## config.mk

```make
export PLATFORM = sky130hd
export DESIGN_NAME = uqem_merge
export DESIGN_NICKNAME = d
export VERILOG_FILES = /design/src/rtl/unorm_quantization_error_meter_defines.svh /design/src/rtl/uqem_pkg.sv /design/src/rtl/uqem_div.sv /design/src/rtl/uqem_merge.sv
export SDC_FILE = /design/constraint.sdc
export NUM_CORES = 1
export LEC_CHECK = 0
export ABC_CLOCK_PERIOD_IN_PS = 5450
export BUFFER_PORTS_ARGS = -buffer_cell sky130_fd_sc_hd__buf_2
export CAP_MARGIN = 40
export CORE_MARGIN = 10
export CORE_UTILIZATION = 33
export DETAILED_ROUTE_END_ITERATION = 10
export PLACE_DENSITY_LB_ADDON = 0.15
export SKIP_LAST_GASP = 1
export SYNTH_ARGS = -nofsm -noshare
export SYNTH_HDL_FRONTEND = slang
export SYNTH_SLANG_ARGS = --single-unit
export TNS_END_PERCENT = 1
```

## constraint.sdc

```tcl
create_clock -name clock -period 5.45 [get_ports clock]
set_input_delay 0.8175 -clock clock [delete_from_list [all_inputs] [get_ports clock]]
set_output_delay 0.8175 -clock clock [all_outputs]
set_load 0.01 [all_outputs]
```

## src/rtl/unorm_quantization_error_meter_defines.svh

```systemverilog
// Assertion macros shared by the quantization error meter RTL.
`ifndef UNORM_QUANTIZATION_ERROR_METER_DEFINES_SVH
`define UNORM_QUANTIZATION_ERROR_METER_DEFINES_SVH

// Same-cycle implication, disabled while reset is high.
`define UQEM_ASSERT_NOW(label, clk, rst, ante, cons, msg) \
   label: assert property (@(posedge clk) disable iff (rst) (ante) |-> (cons)) else $error(msg);

// Next-cycle implication, disabled while reset is high.
`define UQEM_ASSERT_NEXT(label, clk, rst, ante, cons, msg) \
   label: assert property (@(posedge clk) disable iff (rst) (ante) |=> (cons)) else $error(msg);

`endif

```

## src/rtl/uqem_pkg.sv

```systemverilog
// Shared types and constants of the quantization error meter.
package uqem_pkg;

   // Width of the saturating vertex counter.
   localparam int COUNT_WIDTH = 32;
   // Divisor width of the restoring dividers.
   localparam int DEN_W = (COUNT_WIDTH > 34) ? COUNT_WIDTH : 34;
   // Number of axis lanes.
   localparam int LANES = 3;
   // Widest unorm code.
   localparam int MAX_BITS = 16;

   typedef enum logic [2:0] {
      CSR_BIT_COUNT = 3'd0,
      CSR_SCALE_X   = 3'd1,
      CSR_SCALE_Y   = 3'd2,
      CSR_SCALE_Z   = 3'd3,
      CSR_OFFSET_X  = 3'd4,
      CSR_OFFSET_Y  = 3'd5,
      CSR_OFFSET_Z  = 3'd6
   } csr_index_type;

endpackage

```

## src/rtl/uqem_div.sv

```systemverilog
// Restoring divider, one quotient bit per cycle, 64-bit dividend.
module uqem_div
   import uqem_pkg::*;
(
   input  logic             clock,
   input  logic             reset,
   input  logic             start,
   input  logic [63:0]      numer,
   input  logic [DEN_W-1:0] denom,
   output logic             done,
   output logic [63:0]      quot
);

   logic [DEN_W-1:0] rem_ff, rem_in;
   logic [63:0]      num_ff, num_in;
   logic [63:0]      quot_ff, quot_in;
   logic [DEN_W-1:0] den_ff;
   logic [6:0]       cnt_ff, cnt_in;
   logic             busy_ff, busy_in;
   logic             done_ff, done_in;
   logic [DEN_W:0]   rem_shift;
   logic             fits;

   always_comb begin
      rem_shift = {rem_ff, num_ff[63]};
      fits      = rem_shift >= {1'b0, den_ff};
      rem_in    = rem_ff;
      num_in    = num_ff;
      quot_in   = quot_ff;
      cnt_in    = cnt_ff;
      busy_in   = busy_ff;
      done_in   = 1'b0;
      if (start) begin
         rem_in  = '0;
         num_in  = numer;
         quot_in = '0;
         cnt_in  = 7'd64;
         busy_in = 1'b1;
      end else if (busy_ff) begin
         rem_in  = fits ? DEN_W'(rem_shift - {1'b0, den_ff}) : rem_shift[DEN_W-1:0];
         num_in  = {num_ff[62:0], 1'b0};
         quot_in = {quot_ff[62:0], fits};
         cnt_in  = cnt_ff - 7'd1;
         if (cnt_ff == 7'd1) begin
            busy_in = 1'b0;
            done_in = 1'b1;
         end
      end
   end

   always_ff @(posedge clock) begin
      if (reset) begin
         busy_ff <= 1'b0;
         done_ff <= 1'b0;
         cnt_ff  <= '0;
      end else begin
         busy_ff <= busy_in;
         done_ff <= done_in;
         cnt_ff  <= cnt_in;
      end
      rem_ff  <= rem_in;
      num_ff  <= num_in;
      quot_ff <= quot_in;
      if (start) begin
         den_ff <= denom;
      end
   end

   assign done = done_ff;
   assign quot = quot_ff;

endmodule

```

## src/rtl/uqem_merge.sv

```systemverilog
// Merges lane errors into the running sums and produces the mean on the last vertex.
module uqem_merge
   import uqem_pkg::*;
(
   input  logic                   clock,
   input  logic                   reset,
   input  logic                   start,
   input  logic                   last,
   input  logic [LANES-1:0][31:0] abs_err,
   input  logic [LANES-1:0][63:0] sq_err,
   output logic                   done,
   output logic                   rsp_tvalid,
   input  logic                   rsp_tready,
   output logic [95:0]            rsp_tdata
);

   typedef enum logic [5:0] {
      M_IDLE  = 6'b000001,
      M_ACC   = 6'b000010,
      M_CNT   = 6'b000100,
      M_DLOAD = 6'b001000,
      M_DIV   = 6'b010000,
      M_OUT   = 6'b100000
   } merge_state_type;

   merge_state_type        state_ff, state_in;
   logic [63:0]            sum_ff, sum_in;
   logic [31:0]            peak_ff, peak_in;
   logic [COUNT_WIDTH-1:0] count_ff, count_in;
   logic [1:0]             idx_ff, idx_in;
   logic                   last_ff;
   logic                   done_ff, done_in;
   logic                   rsp_valid_ff, rsp_valid_in;
   logic [95:0]            rsp_data_ff, rsp_data_in;
   logic [64:0]            sum_wide;
   logic                   div_start;
   logic                   div_done;
   logic [63:0]            div_quot;

   uqem_div u_div (
      .clock (clock),
      .reset (reset),
      .start (div_start),
      .numer (sum_ff),
      .denom (DEN_W'(count_ff)),
      .done  (div_done),
      .quot  (div_quot)
   );

   always_comb begin
      sum_wide     = {1'b0, sum_ff} + {1'b0, sq_err[idx_ff]};
      state_in     = state_ff;
      sum_in       = sum_ff;
      peak_in      = peak_ff;
      count_in     = count_ff;
      idx_in       = idx_ff;
      done_in      = 1'b0;
      div_start    = 1'b0;
      rsp_valid_in = rsp_valid_ff && !rsp_tready;
      rsp_data_in  = rsp_data_ff;
      unique case (state_ff)
         M_IDLE: begin
            if (start) begin
               idx_in   = '0;
               state_in = M_ACC;
            end
         end
         M_ACC: begin
            // One lane per cycle; the sum sticks at all ones.
            sum_in  = sum_wide[64] ? '1 : sum_wide[63:0];
            peak_in = (abs_err[idx_ff] > peak_ff) ? abs_err[idx_ff] : peak_ff;
            idx_in  = idx_ff + 2'd1;
            if (idx_ff == 2'(LANES - 1)) begin
               state_in = M_CNT;
            end
         end
         M_CNT: begin
            count_in = (count_ff == '1) ? count_ff : count_ff + 1'b1;
            if (last_ff) begin
               state_in = M_DLOAD;
            end else begin
               done_in  = 1'b1;
               state_in = M_IDLE;
            end
         end
         M_DLOAD: begin
            div_start = 1'b1;
            state_in  = M_DIV;
         end
         M_DIV: begin
            if (div_done) begin
               state_in = M_OUT;
            end
         end
         M_OUT: begin
            if (!rsp_valid_ff || rsp_tready) begin
               rsp_valid_in = 1'b1;
               rsp_data_in  = {peak_ff, div_quot};
               sum_in       = '0;
               peak_in      = '0;
               count_in     = '0;
               done_in      = 1'b1;
               state_in     = M_IDLE;
            end
         end
         default: begin
            state_in = M_IDLE;
         end
      endcase
   end

   always_ff @(posedge clock) begin
      if (reset) begin
         state_ff     <= M_IDLE;
         sum_ff       <= '0;
         peak_ff      <= '0;
         count_ff     <= '0;
         done_ff      <= 1'b0;
         rsp_valid_ff <= 1'b0;
      end else begin
         state_ff     <= state_in;
         sum_ff       <= sum_in;
         peak_ff      <= peak_in;
         count_ff     <= count_in;
         done_ff      <= done_in;
         rsp_valid_ff <= rsp_valid_in;
      end
      idx_ff      <= idx_in;
      rsp_data_ff <= rsp_data_in;
      if (start) begin
         last_ff <= last;
      end
   end

   assign done       = done_ff;
   assign rsp_tvalid = rsp_valid_ff;
   assign rsp_tdata  = rsp_data_ff;

endmodule
```

# == Yosys cells after proc, flatten, opt, wreduce, memory -nomap -nowiden ==
# Cells that the tools add are included.
# op_classes
bitwise_logic,1
muxes,35
n_reduce_logical,16
eq_ne,15
add_sub_neg,5
order_cmp,3
# op_table
operator,n
64-bit 2-to-1 mux,5
64-bit binary-select mux with 2-bit select,1
32-bit 2-to-1 mux,4
32-bit case mux with 2 select lines,2
64-bit case mux with 2 select lines,1
64-bit by 64-bit adder with 65-bit output,1
32-bit binary-select mux with 2-bit select,1
6-bit case mux with 6 select lines,1
35-bit by 32-bit greater-or-equal comparator with 1-bit output,1
34-bit 2-to-1 mux,1
34-bit by 32-bit subtractor with 34-bit output,1
32-bit by 1-bit adder with 32-bit output (second input constant),1
32-bit == test (second input constant),1
32-bit greater-than comparator,1
6-bit 2-to-1 mux,4
7-bit 2-to-1 mux,2
2-bit inequality test (second input constant),5
1-bit 2-to-1 mux,9
2-bit nonzero test,4
7-bit by 1-bit == test with 1-bit output (second input constant),1
7-bit by 1-bit subtractor with 7-bit output (second input constant),1
6-bit by 1-bit == test with 1-bit output (second input constant),1
6-bit by 2-bit == test with 1-bit output (second input constant),1
6-bit by 3-bit == test with 1-bit output (second input constant),1
20 further kinds,24
# totals
out_inout_bits,98
regBits,438
input_bits,293
word_cells,92

# == Longest topological paths before layout ==
# Gate-level depths: netlist of the first run.
# depth
depth_word,5
ltp_mapped,20
depth_no_buf,16

# == Hierarchy ==
# From an unflattened synthesis of the first run, not the netlist that was laid out.
# unflattened
cells_unflattened,2611
area_unflattened_um2,24952.7
# by_module_without_submodules
mod,area_each_um2,n_inst,seq_area_each_um2,cells_per_inst
uqem_merge,15029.4,1,5695.5,1692
uqem_div,9923.3,1,5084.9,919

# == Worst setup path before layout of the first run ==
# OpenSTA, ideal clock, no wires.
# synth_timing
kind,register -> register
from,register idx_ff[1]
to,register sum_ff[50]
arrival_ns,4.802
required_time_ns,5.305
slack_ns,0.503
path_stages_with_launch,19
n_path_buf,5
setup_time_ns,0.145
period_less_slack_ns,4.947
cell_sequence,edfxtp_1 clkbuf_1 clkbuf_1 clkbuf_1 clkbuf_1 mux2i_1 o21ai_0 ha_1 a2111oi_4 o21a_1 o31a_1 o21ai_2 o211a_4 a31o_4 o2111ai_4 a41oi_4 a21oi_4 buf_8 a211oi_2
# synth_between
elab_chain_len,5
# synth_rtl
item,line_no,rtl
from (decl),uqem_merge.sv:30,"logic [1:0] idx_ff, idx_in;"
from (signal assigned),uqem_merge.sv:128,idx_ff <= idx_in;
64-bit binary-select mux with 2-bit select,uqem_merge.sv:51,"sum_wide = {1'b0, sum_ff} + {1'b0, sq_err[idx_ff]};"
64-bit 2-to-1 mux (not written as such),uqem_merge.sv:51,
64-bit by 64-bit adder with 65-bit output,uqem_merge.sv:51,
64-bit 2-to-1 mux,uqem_merge.sv:70,sum_in = sum_wide[64] ? '1 : sum_wide[63:0];
64-bit case mux with 2 select lines,uqem_merge.sv:61,unique case (state_ff)
to (signal assigned),uqem_merge.sv:122,sum_ff <= sum_in;
to (decl),uqem_merge.sv:27,"logic [63:0] sum_ff, sum_in;"
# Every way passes these cells. The select of a mux whose other input is x is not followed.
# A chain may end at the register's enable or synchronous reset.

# == Final worst setup path of the first run ==
# layout_timing
from,register idx_ff[1]
to,register sum_ff[20]
# Same word-level chain as after synthesis.

==> impl_table.tex, run 1 <==
\begin{tabular}{lr}
\hline
Metric & Value \\
\hline
\multicolumn{2}{l}{\textbf{Detailed routing}} \\
\quad Routed len/inst & about 17 um \\
\quad Wire length on met3 & $\sim$3300 um \\
\quad Total length of routed met2 wires & around 33000 um \\
\quad Number of nets with antenna violations after detailed routing & 0 \\
\quad Detailed router's first-iteration violation count & roughly 1200 \\
\quad Final routed DRC violation total & 0 \\
\quad Via total after detailed routing & approximately 20000 \\
\quad Top sig layer & met4 \\
\quad Initial DRT Pass Iterations & 6 \\
\quad Wire length on met1 & 30120 um \\
\quad Total Routed Length & 67750 um \\
\quad Detail-routed via count per cell & between 5 and 6 \\
\multicolumn{2}{l}{\textbf{Die}} \\
\quad Placeable core region & between 70000 and 80000 um2 \\
\quad Number of I/O pins & about 390 \\
\quad Horizontal die dimension & slightly below 300 um \\
\quad Number of rows in the core area & 99 \\
\quad Effective utilization at floorplan & 33.37\% \\
\quad Area of the die & between 80000 and 90000 um2 \\
\quad Die Span Y & between 200 and 300 um \\
\multicolumn{2}{l}{\textbf{Power and ir drop}} \\
\quad Cell-internal power & 6.725 mW \\
\quad Worst vdd ir & 0.2259 mV \\
\quad Power per unit of standard cell area & $\sim$340 nW/um2 \\
\quad Sequential group share of total power & 36.8\% \\
\quad Standby leakage power & 11.89 nW \\
\quad Switching portion of total power & 32.53\% \\
\quad Logic pwr share & a little under 30\% \\
\quad Net Sw Power & about 3.2 mW \\
\quad Share of power burned in the clock network & between 30\% and 40\% \\
\multicolumn{2}{l}{\textbf{STA}} \\
\quad Number of setup violations in the final report & 0 \\
\quad Fin crit period & 4.893 ns \\
\quad Accumulated negative setup slack & 0 ns \\
\quad Number of failing hold endpoints at the final stage & 0 \\
\quad Pins Over Slew Limit & 0 \\
\quad RSZ-0062 raised after global routing & false \\
\quad Minimum hold slack & around 0.43 ns \\
\quad Highest Clock Rate & about 200 MHz \\
\quad Normalized max-slew margin & 40.48\% \\
\quad Final Skew & roughly 0.023 ns \\
\quad Tightest Pin Transition & roughly 0.89 ns \\
\quad Final critical-path share of the clock period & around nine tenths \\
\multicolumn{2}{l}{\textbf{Clock tree}} \\
\quad Number of buffers created by CTS & a little under 50 \\
\quad Clock network latency to the later pin of the worst-skew pair & $\sim$0.6 ns \\
\quad Buffer depth of the longest clock path & 3 \\
\quad Number of buffers inserted by post-CTS setup repair & 0 \\
\quad Buffer cell driving the clock tree root & clkbuf\_16 \\
\quad Clk slew on worst S/H paths & approximately 0.06 ns \\
\quad Number of sinks handled by clock tree synthesis & 438 \\
\quad TritonCTS clock tree & done \\
\quad CTS H-tree depth & 2 \\
\quad CTS hold repair buffers & 0 \\
\quad Resized Gates After CTS & 0 \\
\multicolumn{2}{l}{\textbf{Worst setup path}} \\
\quad Buffers plus inverters on the worst setup path & 2 \\
\quad CP most frequent cell & a211oi\_1 \\
\quad CP arrival & between 5 and 6 ns \\
\quad Worst Setup Path Type & reg -> reg \\
\quad Family with the most delay on the worst path & compound AO/OA/AOI/OAI gates \\
\quad Series of cell instances along the critical path & buf\_12 -> mux2i\_1 -> o21ai\_0 -> ha\_1 -> fa\_1 -> a211oi\_1 -> o211ai\_1 -> nand4\_1 -> a21oi\_1 -> o211a\_4 -> a31o\_4 -> o2111ai\_4 -> a41oi\_4 -> a21oi\_4 -> buf\_4 -> a211oi\_1 \\
\quad Crit-path slowest cell & edfxtp\_1 \\
\quad Startpoint type of the worst setup path & flip-flop \\
\quad Max stage delay on crit path & around 0.47 ns \\
\quad Type of element capturing the critical path & flip-flop \\
\quad Largest driver fanout on the critical path & 48 \\
\quad Data required time of the critical path & between 5 and 6 ns \\
\multicolumn{2}{l}{\textbf{Synthesis}} \\
\quad Primary FF master, synth & dfxtp\_1 \\
\quad Yosys warnings & 0 \\
\quad Seq/Total Area, Yosys & a little over two fifths \\
\quad Net count after synthesis & a little over 3000 \\
\quad FF+latch count, synth & about 440 \\
\quad Area of the mapped netlist & 24430 um2 \\
\quad Fraction of registers with async set or reset after synthesis & 0\% \\
\quad Number of enable flip-flop cells after synthesis & 195 \\
\quad Mean post-synth cell area & about 9.3 um2 \\
\quad Count of distinct cell types in the synthesized netlist & between 80 and 90 \\
\quad Gate Count Post-Synth & 2631 \\
\multicolumn{2}{l}{\textbf{Placement}} \\
\quad Buffers on Ports & 390 \\
\quad HPWL after detailed placement & roughly 50000 um \\
\quad Final RePlAce weighted congestion & between 0.8 and 0.9 \\
\multicolumn{2}{l}{\textbf{Finish}} \\
\quad Layout overhead on the synthesized area & 18.46\% \\
\quad Diode count & 0 \\
\quad Layout fillers & around 7200 \\
\quad Share of cells above drive strength 1 & between 15 and 20\% \\
\quad Final standard cell utilization of the core & between 30\% and 40\% \\
\quad Total Nets Final & 3370 \\
\quad Combined area of the multi-input logic cells & between 10000 and 15000 um2 \\
\quad Sequential Area & 10720 um2 \\
\multicolumn{2}{l}{\textbf{Global routing}} \\
\quad Overall global routing resource usage & 15.16\% \\
\quad Number of antenna violations at the first check in global routing & 0 \\
\quad First-pass GRT wire length & roughly 110000 um \\
\quad Largest net degree at the start of global routing & 99 \\
\quad Vias in the first global route & 20384 \\
\quad GR Overflow Total & 0 \\
\multicolumn{2}{l}{\textbf{Run}} \\
\quad Max\_cap viols & 0 \\
\multicolumn{2}{l}{\textbf{Hold path}} \\
\quad Class of the tightest hold or removal check & reg -> reg \\
\multicolumn{2}{l}{\textbf{Run status}} \\
\quad Status & completed \\
\hline
\end{tabular}
flip-flops by register name, indices dropped and copies added, names as in the netlist:
| name | flops |
|---|---|
| rsp_tdata | 96 |
| peak_ff | 32 |
| u_div.done | 1 |
| u_div.busy_ff | 1 |
| last_ff | 1 |
| u_div.num_ff | 64 |
| done | 1 |
| count_ff | 32 |
| u_div.rem_ff | 34 |
| idx_ff | 2 |
| state_ff | 6 |
| u_div.cnt_ff | 7 |
| sum_ff | 64 |
| u_div.den_ff | 32 |
| u_div.quot | 64 |
| rsp_tvalid | 1 |
through the flow:
stage | cells | setup slack (ns) | area (um2) | power [mW]
6_report | 3942 | 0.5568 | 28940 | 9.968
5_1_grt | 3942 | 0.3106 | 28940 | 10.58
4_1_cts | 3942 | 0.5902 | 28940 | 10.09
3_5_place_dp | 3851 | 0.6045 | 27260 | 6.651
3_3_place_gp | 3849 | 0.7904 | 27220 | 6.609
2_1_floorplan | 2631 | 0.5029 | 24430 | 5.886
power groups by stage:
stage	sequential, mW	combinational [mW]	clock [mW]
after detailed placement	3.74	2.92	0
after CTS	3.67	2.93	3.50
after global placement	3.73	2.88	0
final	3.67	2.92	3.38
after global routing	3.68	3.26	3.63
after floorplan	3.69	2.20	0
cells by family after synthesis:
family	Yosys count	synth area share (%)
and+or+nand+nor	829	15.16
buffers and inverters	256	4.226
adders and majority gates	134	6.926
xor gates and xnor gates	121	4.339
AOI/OAI and AO/OA	644	16.89
DFF	438	43.89
muxes	209	8.565
final timing paths:
kind	from	endpoint	slack (ns)	cells after the start
setup / recovery	idx_ff[1]	sum_ff[20]	0.56	16
hold / removal	u_div.quot[63]	rsp_tdata[63]	0.43	0
setup reg to reg	idx_ff[1]	sum_ff[20]	0.56	16
hold reg to reg	u_div.quot[63]	rsp_tdata[63]	0.43	0
cell usage in the layout (no fill, tap or decap), types with 24 or more instances in the layout:
master       n
edfxtp_1   195
a21oi_1    187
nor2_1     212
nor2b_1     42
nand2_1    385
xnor2_1     58
a31oi_1     24
dfxtp_1    242
mux2i_1    209
ha_1       132
inv_1       99
xor2_1      63
a211oi_1    83
nand3_1     30
o21ai_0    168
nand4_1     39
buf_2      389
a21o_1      60
clkbuf_16   52
synth_stat cells (25+ instances only):
master      n  area [um2]
xnor2_1    58       508.0
dfxtp_1   243        4865
nand2_1   386        1449
a31oi_1    25       156.4
ha_1      132        1652
a211oi_1   83       623.1
nand3_1    30       150.1
clkbuf_1  124       465.5
nor2b_1    42       262.8
edfxtp_1  195        5856
inv_1     101       379.1
nand4_1    39       244.0
a21oi_1   187       935.9
o21ai_0   168       840.8
a21o_1     60       450.4
nor2_1    213       799.5
mux2i_1   209        2092
xor2_1     63       551.8
area by class of cell:
class,instances,share of cell area [%]
multi-input cells,1937,43.98
repair buffers,415,7.671
inverters,102,1.349
well taps,959,4.147
flip-flops and latches,438,37.06
clock buffers,71,4.951
clock inverters,20,0.8432
layer usage:
| metal | up-vias | GRT usage, % |
|---|---|---|
| met5 | - | 0 |
| met2 | 477 | 26.38 |
| met1 | 9425 | 18.88 |
| met4 | 0 | 4.237 |
| li1 | 10035 | - |
| met3 | 105 | 2.830 |
No activity file was read; power rests on OpenSTA's default activity.
==> run 2: changes to the inputs <==
CORE_ASPECT_RATIO = 0.9   (was unset)
==> run 2 against run 1 <==
Effect of this change:
- wire length is 2.9% higher
- cell count is 0.28% higher
- count of clock-buffer cells in the layout is 7 lower
- clock skew is 0.021 ns higher
==> impl_table.tex, run 2 (synthesized netlist as in run 1, its figures left out) <==
\begin{tabular}{lr}
\hline
Metric & Value \\
\hline
\multicolumn{2}{l}{\textbf{Worst setup path}} \\
\quad Data required time of the critical path & 5.86 ns (about the same) \\
\quad Reg-to-reg critical path startpoint & idx\_ff[1] \\
\quad Startpoint type of the worst setup path & flip-flop \\
\quad Number of cell instances on the worst register-to-register path & 17 (+1) \\
\quad Worst Setup Path Type & reg -> reg \\
\quad Slack of the worst reg-to-reg path & 0.60 ns (+0.05 ns) \\
\quad Type of element capturing the critical path & flip-flop \\
\quad Launch point of the worst path & idx\_ff[1] \\
\quad Reg-to-reg endpoint & sum\_ff[25] \\
\quad CP arrival & 5.26 ns (-0.06 ns) \\
\quad Largest driver fanout on the critical path & 38 (-21\%) \\
\multicolumn{2}{l}{\textbf{Die}} \\
\quad Area of the die & 85320 um2 (about the same) \\
\quad Die Span Y & 278.1 um (-4.8\%) \\
\quad Effective utilization at floorplan & 33.34\% (about the same) \\
\quad Number of rows in the core area & 94 (-5.1\%) \\
\quad Placeable core region & 73270 um2 (about the same) \\
\quad Number of I/O pins & 391 (unchanged) \\
\quad Horizontal die dimension & 306.8 um (+5.0\%) \\
\multicolumn{2}{l}{\textbf{STA}} \\
\quad Final critical-path share of the clock period & 88.93\% (-0.86 points) \\
\quad Number of setup violations in the final report & 0 (unchanged) \\
\quad Final Skew & 0.04312 ns (+0.02052 ns) \\
\quad RSZ-0062 raised after global routing & false \\
\quad Fin crit period & 4.847 ns (-0.04662 ns) \\
\quad Pins Over Slew Limit & 0 (unchanged) \\
\quad Accumulated negative setup slack & 0 ns (unchanged) \\
\quad Number of failing hold endpoints at the final stage & 0 (unchanged) \\
\quad Normalized max-slew margin & 32.55\% (-7.9 points) \\
\quad Highest Clock Rate & 206.3 MHz (+0.96\%) \\
\quad Tightest Pin Transition & 1.012 ns (+0.1190 ns) \\
\multicolumn{2}{l}{\textbf{Finish}} \\
\quad Most common cell after layout, fill and taps aside & buf\_2 \\
\quad Layout overhead on the synthesized area & 19.34\% \\
\quad Number of flip-flops under the largest register name & 96 (unchanged) \\
\quad Final standard cell utilization of the core & 39.78\% (+0.26 points) \\
\quad Most frequent cells in the layout & 389 x buf\_2, 385 x nand2\_1, 242 x dfxtp\_1 \\
\quad Total Nets Final & 3376 (+0.18\%) \\
\quad Share of cells above drive strength 1 & 18.15\% (+0.31 points) \\
\quad Layout fillers & 7299 (+0.75\%) \\
\quad Final std cell area, no fill & 29150 um2 (+0.74\%) \\
\multicolumn{2}{l}{\textbf{Global routing}} \\
\quad Largest net degree at the start of global routing & 190 (+92\%) \\
\quad GR Overflow Total & 0 (unchanged) \\
\quad Overall global routing resource usage & 15.70\% (+0.55 points) \\
\quad Met1 Use GR & 20.88\% (+2.0 points) \\
\quad Vias in the first global route & 20483 (+0.49\%) \\
\quad First-pass GRT wire length & 110900 um (+2.9\%) \\
\quad Layer with the highest usage after global routing & met2 \\
\quad Number of antenna violations at the first check in global routing & 3 (+3) \\
\quad Routing usage on met2 & 25.86\% (-0.52 points) \\
\quad Global Route met3 Usage & 3.211\% (+0.38 points) \\
\multicolumn{2}{l}{\textbf{Clock tree}} \\
\quad CTS H-tree depth & 2 (unchanged) \\
\quad Clock network latency to the later pin of the worst-skew pair & 0.60 ns (about the same) \\
\quad Buffer depth of the longest clock path & 3 (unchanged) \\
\quad Clk slew on worst S/H paths & 0.06 ns (about the same) \\
\quad Number of buffers created by CTS & 51 (+4.1\%) \\
\quad Number of buffers inserted by post-CTS setup repair & 0 (unchanged) \\
\quad TritonCTS clock tree & done \\
\quad Resized Gates After CTS & 0 (unchanged) \\
\quad Number of sinks handled by clock tree synthesis & 438 (unchanged) \\
\quad Buffer cell driving the clock tree root & clkbuf\_16 \\
\quad CTS hold repair buffers & 0 (unchanged) \\
\multicolumn{2}{l}{\textbf{Hold path}} \\
\quad Hold Path Sink & last\_ff \\
\quad Start point of the worst hold path & last \\
\quad Cell depth of the worst hold path & 1 (+1) \\
\quad Class of the tightest hold or removal check & in -> reg \\
\multicolumn{2}{l}{\textbf{Detailed routing}} \\
\quad Routed len/inst & 17.63 um (+2.6\%) \\
\quad Detailed router's first-iteration violation count & 981 (-18\%) \\
\quad Initial DRT Pass Iterations & 5 (-1) \\
\quad Via total after detailed routing & 19920 (-0.61\%) \\
\quad Final routed DRC violation total & 0 (unchanged) \\
\quad Number of nets with antenna violations after detailed routing & 0 (unchanged) \\
\quad Total Routed Length & 69690 um (+2.9\%) \\
\quad Detail-routed via count per cell & 5.039 (-0.89\%) \\
\multicolumn{2}{l}{\textbf{Placement}} \\
\quad Buffers on Ports & 390 (unchanged) \\
\quad Final RePlAce weighted congestion & 0.8607 (-4.2\%) \\
\quad Post-placement cell area & 27320 um2 (+0.23\%) \\
\quad HPWL after detailed placement & 50730 um (+0.99\%) \\
\multicolumn{2}{l}{\textbf{Power and ir drop}} \\
\quad Standby leakage power & 12.00 nW (+0.95\%) \\
\quad Worst vdd ir & 0.2487 mV (+10\%) \\
\quad Power per unit of standard cell area & 353.5 nW/um2 (+2.6\%) \\
\multicolumn{2}{l}{\textbf{Run status}} \\
\quad Status & completed \\
\multicolumn{2}{l}{\textbf{Run}} \\
\quad Max\_cap viols & 0 (unchanged) \\
\hline
\end{tabular}
==> run 2: area by class of cell <==
class / instances / area [um2] / area share, %
Clock buffer: 64 / 1388 / 4.760
Timing Repair Buffer: 419 / 2282 / 7.829
Antenna cell: 1 / 2.502 / 0.008584
Tap cell: 960 / 1201 / 4.121
Clock inverter: 32 / 437.9 / 1.502
Multi-Input combinational cell: 1937 / 12720 / 43.65
Inverter: 102 / 390.4 / 1.339
Sequential cell: 438 / 10720 / 36.79
==> run 2: worst max-delay path by stage <==
stage	endpoint	slack [ns]	cells after the start
2_1_floorplan	sum_ff[50]	0.50	18
3_3_place_gp	peak_ff[7]	0.67	16
3_5_place_dp	sum_ff[62]	0.64	17
4_1_cts	sum_ff[25]	0.59	17
5_1_grt	peak_ff[10]	0.22	17
6_report	sum_ff[25]	0.60	17
==> run 2: where the power goes <==
group / switching, mW / internal, mW
Sequential: 0.123 / 3.54
Combinational: 1.75 / 1.20
Clock: 1.44 / 2.24
==> run 2: per-stage QoR <==
stage	hold slack, ns	std cells	setup WS, ns	power [mW]
global route	0.3596	3953	0.2175	10.94
CTS	0.3481	3952	0.5936	10.45
detailed placement	0.4274	3856	0.6415	6.677
finish	0.3916	3953	0.6034	10.30
floorplan	0.4076	2631	0.5029	5.886
global placement	0.4174	3852	0.6663	6.629
==> run 2: layer usage <==
metal / share of wire (%) / vias to the layer above
li1: - / 10053
met1: 48 / 9344
met2: 45 / 429
met3: 5.3 / 90
met4: 1.8 / 4
met5: 0.039 / -
==> run 2: critical path, cell delays in order, from the launching register on <==
cell and delay [ns]:
edfxtp_1 0.43, buf_4 0.17, nor2_4 0.61, buf_12 0.29, nand2_1 0.07, o21ai_0 0.09
ha_1 0.38, a2111oi_4 0.41, o21a_1 0.17, o31a_1 0.18, o21ai_2 0.08, o211a_4 0.27
a31o_4 0.27, o2111ai_4 0.21, a41oi_4 0.18, a21oi_4 0.18, buf_4 0.48, a211oi_1 0.16
